$ cat src/hdl/spimbe_pkg.sv
// ----------------------------------------------------------------------------
// spimbe_pkg
// shared types and constants of the spi master byte engine
// ----------------------------------------------------------------------------
package spimbe_pkg;

  localparam int HALF_W = 16;
  localparam int CFG_IDX_W = 2;

  // configuration register indexes
  localparam logic [CFG_IDX_W-1:0] CFG_BUS_MODE    = 2'd0;
  localparam logic [CFG_IDX_W-1:0] CFG_LSB_FIRST   = 2'd1;
  localparam logic [CFG_IDX_W-1:0] CFG_HALF_PERIOD = 2'd2;

  localparam logic [2:0] LAST_BIT = 3'd7;

  typedef enum logic [2:0] {
    PH_IDLE   = 3'd0,
    PH_SETUP  = 3'd1,
    PH_FIRST  = 3'd2,
    PH_SECOND = 3'd3,
    PH_WAIT   = 3'd4,
    PH_HOLD   = 3'd5
  } phase_t;

  typedef struct packed {
    logic [1:0]        bus_mode;
    logic              lsb_first;
    logic [HALF_W-1:0] half_period;
  } cfg_t;

  typedef struct packed {
    logic       tx_valid;
    logic [7:0] tx_byte;
    logic       tx_last;
    logic       miso;
  } item_t;

  typedef struct packed {
    logic       sclk;
    logic       mosi;
    logic       cs_n;
    logic       tx_ready;
    logic       rx_valid;
    logic [7:0] rx_byte;
  } result_t;

endpackage

$ cat src/hdl/spimbe_step.sv
// ----------------------------------------------------------------------------
// spimbe_step
// per-tick serial engine: state registers and the next-state logic of one tick
// ----------------------------------------------------------------------------
module spimbe_step #(
  parameter int DIVIDER_WIDTH = 16
) (
  input  logic               clk,
  input  logic               rst,
  input  spimbe_pkg::cfg_t    cfg,
  input  logic               fire,
  input  spimbe_pkg::item_t   item,
  output spimbe_pkg::result_t res
);
  import spimbe_pkg::*;

  localparam int LW = (DIVIDER_WIDTH > HALF_W) ? DIVIDER_WIDTH : HALF_W;

  phase_t                   phase, phase_next;
  logic [DIVIDER_WIDTH-1:0] tick_count, tick_count_next;
  logic [2:0]               bit_index, bit_index_next;
  logic [7:0]               tx_shift, tx_shift_next;
  logic [7:0]               rx_shift, rx_shift_next;
  logic                     final_pending, final_pending_next;
  logic                     clock_level, clock_level_next;
  logic                     data_level, data_level_next;
  logic                     select_level, select_level_next;

  logic          cpol, cpha;
  logic [LW-1:0] div_mask, limit_raw, limit;
  logic [LW:0]   tick_inc;
  logic          done;
  logic          tx_ready, rx_valid;
  logic [7:0]    rx_byte;
  logic          load, start;
  logic [2:0]    sh;

  assign cpol = cfg.bus_mode[1];
  assign cpha = cfg.bus_mode[0];

  // half period masked to the divider width, zero taken as one
  assign div_mask  = LW'({DIVIDER_WIDTH{1'b1}});
  assign limit_raw = LW'(cfg.half_period) & div_mask;
  assign limit     = (limit_raw == '0) ? LW'(1) : limit_raw;
  assign tick_inc  = (LW+1)'(tick_count) + (LW+1)'(1);
  assign done      = (tick_inc >= {1'b0, limit});

  always_comb begin
    phase_next         = phase;
    tick_count_next    = tick_count;
    bit_index_next     = bit_index;
    tx_shift_next      = tx_shift;
    rx_shift_next      = rx_shift;
    final_pending_next = final_pending;
    clock_level_next   = clock_level;
    data_level_next    = data_level;
    select_level_next  = select_level;
    tx_ready           = 1'b0;
    rx_valid           = 1'b0;
    rx_byte            = '0;
    load               = 1'b0;
    start              = 1'b0;

    unique case (phase)
      PH_SETUP, PH_FIRST, PH_SECOND, PH_HOLD: begin
        tick_count_next = done ? '0 : tick_count_next + DIVIDER_WIDTH'(1);
      end
      default: begin
      end
    endcase

    unique case (phase)
      PH_SETUP: begin
        start = done;
      end
      PH_FIRST: begin
        if (done) begin
          clock_level_next = cpha ? cpol : ~cpol;
          rx_shift_next    = cfg.lsb_first ? {item.miso, rx_shift[7:1]}
                                           : {rx_shift[6:0], item.miso};
          phase_next       = PH_SECOND;
        end
      end
      PH_SECOND: begin
        if (done) begin
          if (!cpha) begin
            clock_level_next = cpol;
          end
          if (bit_index == LAST_BIT) begin
            rx_valid       = 1'b1;
            rx_byte        = rx_shift;
            bit_index_next = '0;
            if (final_pending) begin
              phase_next = PH_HOLD;
            end else if (item.tx_valid) begin
              load  = 1'b1;
              start = 1'b1;
            end else begin
              phase_next = PH_WAIT;
            end
          end else begin
            bit_index_next = bit_index + 3'd1;
            start          = 1'b1;
          end
        end
      end
      PH_WAIT: begin
        if (item.tx_valid) begin
          load  = 1'b1;
          start = 1'b1;
        end
      end
      PH_HOLD: begin
        if (done) begin
          select_level_next = 1'b1;
          clock_level_next  = cpol;
          phase_next        = PH_IDLE;
        end
      end
      default: begin
        clock_level_next  = cpol;
        select_level_next = 1'b1;
        phase_next        = PH_IDLE;
        if (item.tx_valid) begin
          load              = 1'b1;
          select_level_next = 1'b0;
          phase_next        = PH_SETUP;
        end
      end
    endcase

    // take the offered byte
    if (load) begin
      tx_ready           = 1'b1;
      tx_shift_next      = item.tx_byte;
      final_pending_next = item.tx_last;
      bit_index_next     = '0;
      tick_count_next    = '0;
    end

    // drive the next bit onto mosi
    sh = cfg.lsb_first ? bit_index_next : (LAST_BIT - bit_index_next);
    if (start) begin
      if (cpha) begin
        clock_level_next = ~cpol;
      end
      data_level_next = tx_shift_next[sh];
      phase_next      = PH_FIRST;
    end
  end

  always_ff @(posedge clk) begin
    if (rst) begin
      phase         <= PH_IDLE;
      tick_count    <= '0;
      bit_index     <= '0;
      tx_shift      <= '0;
      rx_shift      <= '0;
      final_pending <= 1'b0;
      clock_level   <= 1'b0;
      data_level    <= 1'b0;
      select_level  <= 1'b1;
    end else if (fire) begin
      phase         <= phase_next;
      tick_count    <= tick_count_next;
      bit_index     <= bit_index_next;
      tx_shift      <= tx_shift_next;
      rx_shift      <= rx_shift_next;
      final_pending <= final_pending_next;
      clock_level   <= clock_level_next;
      data_level    <= data_level_next;
      select_level  <= select_level_next;
    end
  end

  always_comb begin
    res.sclk     = clock_level_next;
    res.mosi     = data_level_next;
    res.cs_n     = select_level_next;
    res.tx_ready = tx_ready;
    res.rx_valid = rx_valid;
    res.rx_byte  = rx_byte;
  end

endmodule

$ cat src/hdl/spi_master_byte_engine.sv
// ----------------------------------------------------------------------------
// spi_master_byte_engine
// spi master, modes 0 to 3, stepped by one request per clock tick
// ----------------------------------------------------------------------------
// Each request is one tick of the serial engine: it carries the sampled miso
// level and optionally a byte to send with its last-of-transaction mark. The
// result of a request gives the sclk, mosi and cs_n levels after that tick,
// whether the offered byte was taken, and a received byte when one completes.
// Chip select falls on the first offered byte, is held one half period before
// the first bit and one half period after the last byte. Each bit spans two
// half periods of half_period ticks (zero counts as one). A request's result
// is computed combinationally and written at the edge that takes the request,
// into the result register or, while the result side stalls, into a skid
// register behind it that absorbs one request; item_stall rises only when both
// are full. The block sustains one request per cycle while item_stall is low.
// Configuration writes take effect at the next request.
// ----------------------------------------------------------------------------
module spi_master_byte_engine #(
  parameter int DIVIDER_WIDTH = 16
) (
  input  logic                               clk,
  input  logic                               rst,
  input  logic                               cfg_we,
  input  logic [spimbe_pkg::CFG_IDX_W-1:0]   cfg_index,
  input  logic [spimbe_pkg::HALF_W-1:0]      cfg_data,
  input  logic                               item_valid,
  output logic                               item_stall,
  input  spimbe_pkg::item_t                  item,
  output logic                               result_valid,
  input  logic                               result_stall,
  output spimbe_pkg::result_t                result
);
  import spimbe_pkg::*;

  cfg_t    cfg;
  result_t step_res;
  result_t skid;
  logic    skid_valid;
  logic    fire;

  // configuration registers
  always_ff @(posedge clk) begin
    if (rst) begin
      cfg.bus_mode    <= '0;
      cfg.lsb_first   <= 1'b0;
      cfg.half_period <= HALF_W'(1);
    end else if (cfg_we) begin
      unique case (cfg_index)
        CFG_BUS_MODE:    cfg.bus_mode    <= cfg_data[1:0];
        CFG_LSB_FIRST:   cfg.lsb_first   <= cfg_data[0];
        CFG_HALF_PERIOD: cfg.half_period <= cfg_data;
        default: begin
        end
      endcase
    end
  end

  // request is taken whenever the skid register is free
  assign item_stall = skid_valid;
  assign fire       = item_valid && !item_stall;

  spimbe_step #(
    .DIVIDER_WIDTH(DIVIDER_WIDTH)
  ) u_step (
    .clk  (clk),
    .rst  (rst),
    .cfg  (cfg),
    .fire (fire),
    .item (item),
    .res  (step_res)
  );

  // result register with one skid entry behind it
  always_ff @(posedge clk) begin
    if (rst) begin
      result_valid <= 1'b0;
      skid_valid   <= 1'b0;
    end else if (!result_valid || !result_stall) begin
      if (skid_valid) begin
        result_valid <= 1'b1;
        skid_valid   <= 1'b0;
      end else begin
        result_valid <= fire;
      end
    end else if (fire) begin
      skid_valid <= 1'b1;
    end
  end

  always_ff @(posedge clk) begin
    if (!result_valid || !result_stall) begin
      if (skid_valid) begin
        result <= skid;
      end else if (fire) begin
        result <= step_res;
      end
    end else if (fire) begin
      skid <= step_res;
    end
  end

  // a byte is only reported taken when one was offered
  a_ready_needs_offer: assert property (@(posedge clk) disable iff (rst)
    fire && step_res.tx_ready |-> item.tx_valid)
    else $error("tx_ready without an offered byte");

  // skid entry only exists behind a full result register
  a_skid_behind_result: assert property (@(posedge clk) disable iff (rst)
    skid_valid |-> result_valid)
    else $error("skid entry with empty result register");

  // request side stalls only after the result side stalled
  a_stall_cause: assert property (@(posedge clk) disable iff (rst)
    $rose(item_stall) |-> $past(result_valid && result_stall))
    else $error("request stall without result stall");

  // received byte is zero unless a byte completes
  a_rx_zero: assert property (@(posedge clk) disable iff (rst)
    result_valid && !result.rx_valid |-> result.rx_byte == 8'd0)
    else $error("rx_byte set without rx_valid");

endmodule

$ cat config.mk
export PLATFORM = sky130hd
export DESIGN_NAME = spi_master_byte_engine
export DESIGN_NICKNAME = d
export VERILOG_FILES = /design/src/hdl/spimbe_pkg.sv /design/src/hdl/spimbe_step.sv /design/src/hdl/spi_master_byte_engine.sv
export SDC_FILE = /design/constraint.sdc
export NUM_CORES = 1
export LEC_CHECK = 0
export ABC_CLOCK_PERIOD_IN_PS = 4600
export BUFFER_PORTS_ARGS = -buffer_cell sky130_fd_sc_hd__buf_2
export CORE_UTILIZATION = 29
export DETAILED_ROUTE_END_ITERATION = 8
export HOLD_SLACK_MARGIN = 0.08
export PLACE_DENSITY = 0.5
export RECOVER_POWER = 100
export SETUP_SLACK_MARGIN = 0.15
export SLEW_MARGIN = 20
export SYNTH_ARGS = -nofsm -noshare
export SYNTH_HDL_FRONTEND = slang
export SYNTH_SLANG_ARGS = --single-unit
$ cat constraint.sdc
create_clock -name clk -period 4.6 [get_ports clk]
set_input_delay 1.15 -clock clk [delete_from_list [all_inputs] [get_ports clk]]
set_output_delay 1.15 -clock clk [all_outputs]
set_load 0.02 [all_outputs]
==> impl_metrics.ini <==
[sta]
min_period_ps = 4304
drv_slew = 34
setup-tns-final_ps = 0
finClkSkew_ps = 10.94
hold_viol_final = 0
grt_setup_unrepaired = false
fmax_mhz = 232.3
period_share_pct = 93.57
slew_headroom_pct = -11.06
worstMarginPinSlew_ps = 1666
setup_viol = 0

[power_and_ir_drop]
pwr_density_cell_nw_per_um2 = 327.4
design_power_total_mw = 1.827
p_sw_mw = 0.5190
p_leak_nw = 1.964
peakVddDrop_v = 0.0001710
p_int_mw = 1.308
pwr-share-clk_pct = 40.2
switching_share_pct = 28.40
power_frac_seq_pct = 47.1
p_comb_share_pct = 12.7

[critical_path]
crit_cells = 14
cp.required_ps = 4790
crit_type = reg -> reg
crit_fanout = 5
start_kind = flop
crit_family = simple AND/OR/NAND/NOR gates
worst-path-buf-inv = 0
crit_slowest_cell = or4_4
reg2reg_depth = 14
arrival_ps = 4490
path_cells = nand4_1 > or3_1 > nor2_1 > xor2_1 > ha_1 > nand4_1 > or4_4 > o211a_4 > nor4_1 > a31oi_4 > nand2b_4 > a2111oi_2 > a2111oi_4 > o31ai_2
cp-end-kind = flop
cp_common_cell = nand4_1
cp-startpoint = u_step.tick_count[7]
cp_slowest_stage_delay_ps = 540
reg2reg_from = u_step.tick_count[7]

[outcome]
status = finished with violations
violations = max-capacitance violations, max-slew violations

[placed_design]
hpwl_mm = 8.288
finalWeightedCongestion = 0.8389
io_buffers = 48

[die]
fp.coreArea_um2 = 16060
ios = 49
die_w_um = 131.0
rows = 46
fp.dieH_um = 131.0
die-area_um2 = 17160
start_util_pct = 30.06

[synthesis]
yosys_register_bits = 89
synthAdderAreaFrac_pct = 4.925
yosys.area.top_type = dfxtp_1
synth-compound-area-share_pct = 18.82
synthMuxAreaShare_pct = 6.376
synth-simple-area-share_pct = 20.22
synth_top_family_by_area = simple AND/OR/NAND/NOR gates
syn_nets = 591
async_flop_share_pct = 0
synth.distinct_cells = 58
yosysSeqAreaShare_pct = 42.30
synth-xor-area-share_pct = 2.903
syn_area_um2 = 4827
synth_edf_count = 26
ys_top_cells_by_area = dfxtp_1 26%, edfxtp_1 16%, nand2_1 6.1%
yosysWarningCount = 0
syn_avg_cell_area_um2 = 8.972
synth_most_common_cell = nand2_1
ys_dominant_reg_cell = dfxtp_1
synth_common_cells = 79 x nand2_1, 63 x dfxtp_1, 52 x nor2_1
syn_inst = 538
synth_top_cell_area_share_pct = 26.13

[global_route]
grt_overflow = 0
grt_max_degree = 34
antenna_found_initial = 0
grt_usage_pct = 14.34
grt_pass1_wl_mm = 18.70
grt_pass1_vias = 3759

[run]
drv_cap = 1

[detailed_routing]
wl_mm = 11.51
ant_nets = 0
vias = 3993
dr.first_iter.drc_count = 191
drcViolationCount = 0
first_pass_iters = 4
wl_per_cell_um = 14.45
viasPerCell = 5.010

[clock_network]
cts_tree = done
numCtsBuffers = 9
htree_num_levels = 3
clk_path_buf_depth = 2
clk_pin_slew_ps = 70
numClockSinks = 89
root_buffer = clkbuf_16
clk_latency_ps = 350

[finish]
drive_gt1_share_pct = 15.32
layout.nets = 629
areaGrowthSynthToFinish_pct = 15.63
diodes = 0

[min_path]
min_path_cells = 2
min_from = u_step.tx_shift[0]
hp-class = reg -> reg
==> worst register-to-register path: stages, from the launching register on <==
cell       delay, ps
dfxtp_1          410
nand4_1          180
or3_1            450
nor2_1           140
xor2_1           260
ha_1             210
nand4_1          130
or4_4            540
o211a_4          190
nor4_1           500
a31oi_4           80
nand2b_4         190
a2111oi_2        490
a2111oi_4        130
o31ai_2          240
==> path summary, 6_finish.rpt <==
path	endpoint	slack (ps)
setup / recovery	result[11]	300
setup reg to reg	result[11]	300
hold reg to reg	u_step.tx_shift[0]	460
hold / removal	u_step.tx_shift[0]	460
==> state kept, by name, summed over array words and instances (netlist names) <==
register and flops:
result 13, u_step.select_level 1, item_stall 1, u_step.clock_level 1, u_step.data_level 1, u_step.bit_index 3, cfg 19, u_step.final_pending 1
u_step.tick_count 16, result_valid 1, u_step.tx_shift 8, u_step.phase 3, skid 13, u_step.rx_shift 8
==> metrics by stage <==
stage / std cells / hold slack, ps / utilization, % / worst slack (ps) / instance area, um2
after global placement: 778 / 450.2 / 32.74 / 349.9 / 5258
after CTS: 794 / 456.8 / 34.58 / 210.1 / 5553
final: 797 / 457.3 / 34.76 / 295.8 / 5582
after global routing: 797 / 491.2 / 34.76 / 88.94 / 5582
after floorplan: 538 / 431.9 / - / 664.7 / 4827
after detailed placement: 778 / 446.4 / 32.74 / 225.5 / 5258
==> cells in the final DEF, fill, tap and decap left out, drive strengths merged, types with 2 or more instances in the layout <==
cell,count
a2111oi,4
a211oi,11
a21oi,46
a22oi,15
a31oi,4
a32oi,3
and2,13
and3,5
and4,2
buf,34
clkbuf,32
dfxtp,63
edfxtp,26
ha,19
inv,27
mux2,14
mux2i,15
nand2,79
nand2b,6
nand3,16
nand4,8
nor2,52
nor2b,5
nor3,7
nor4,6
o211a,3
o211ai,3
o21ai,18
o22ai,4
o31ai,4
or2,2
or3,3
xnor2,9
xor2,7
==> timing repair <==
action | in CTS | in global routing
resized for setup | 0 | 13
hold buffers | 0 | 0
endpoints found under the setup margin | 0 | 5
buffers inserted | 0 | 2
==> kinds of logic after synthesis <==
kind of cell / Yosys count
simple gates: 209
xor+xnor: 16
compound gates: 123
buf+inv: 53
fa+ha+maj: 19
flops: 89
mux: 29
==> per-layer routing <==
layer / vias up / track usage [%] / share of wire (%)
li1: 2012 / - / -
met1: 1889 / 19.67 / 50
met2: 74 / 21.72 / 44
met3: 18 / 2.769 / 4.2
met4: 0 / 6.491 / 2.1
met5: - / 0 / 0
==> power by group through the flow <==
| stage | clock network (mW) | registers (mW) | logic [mW] |
|---|---|---|---|
| floorplan | 0 | 0.876 | 0.164 |
| global placement | 0 | 0.877 | 0.225 |
| detailed placement | 0 | 0.878 | 0.228 |
| CTS | 0.756 | 0.860 | 0.229 |
| global route | 0.793 | 0.865 | 0.258 |
| finish | 0.735 | 0.860 | 0.232 |
==> cell type report <==
type | count | area (um2)
multi-input cells | 397 | 2624
flip-flops and latches | 89 | 2046
fillers | 1704 | 10480
repair buffers | 57 | 264.0
inverters | 22 | 82.58
well taps | 216 | 270.3
clock buffers | 9 | 225.2
clock inverters | 7 | 70.07
Power figures use the tool's default switching activity.
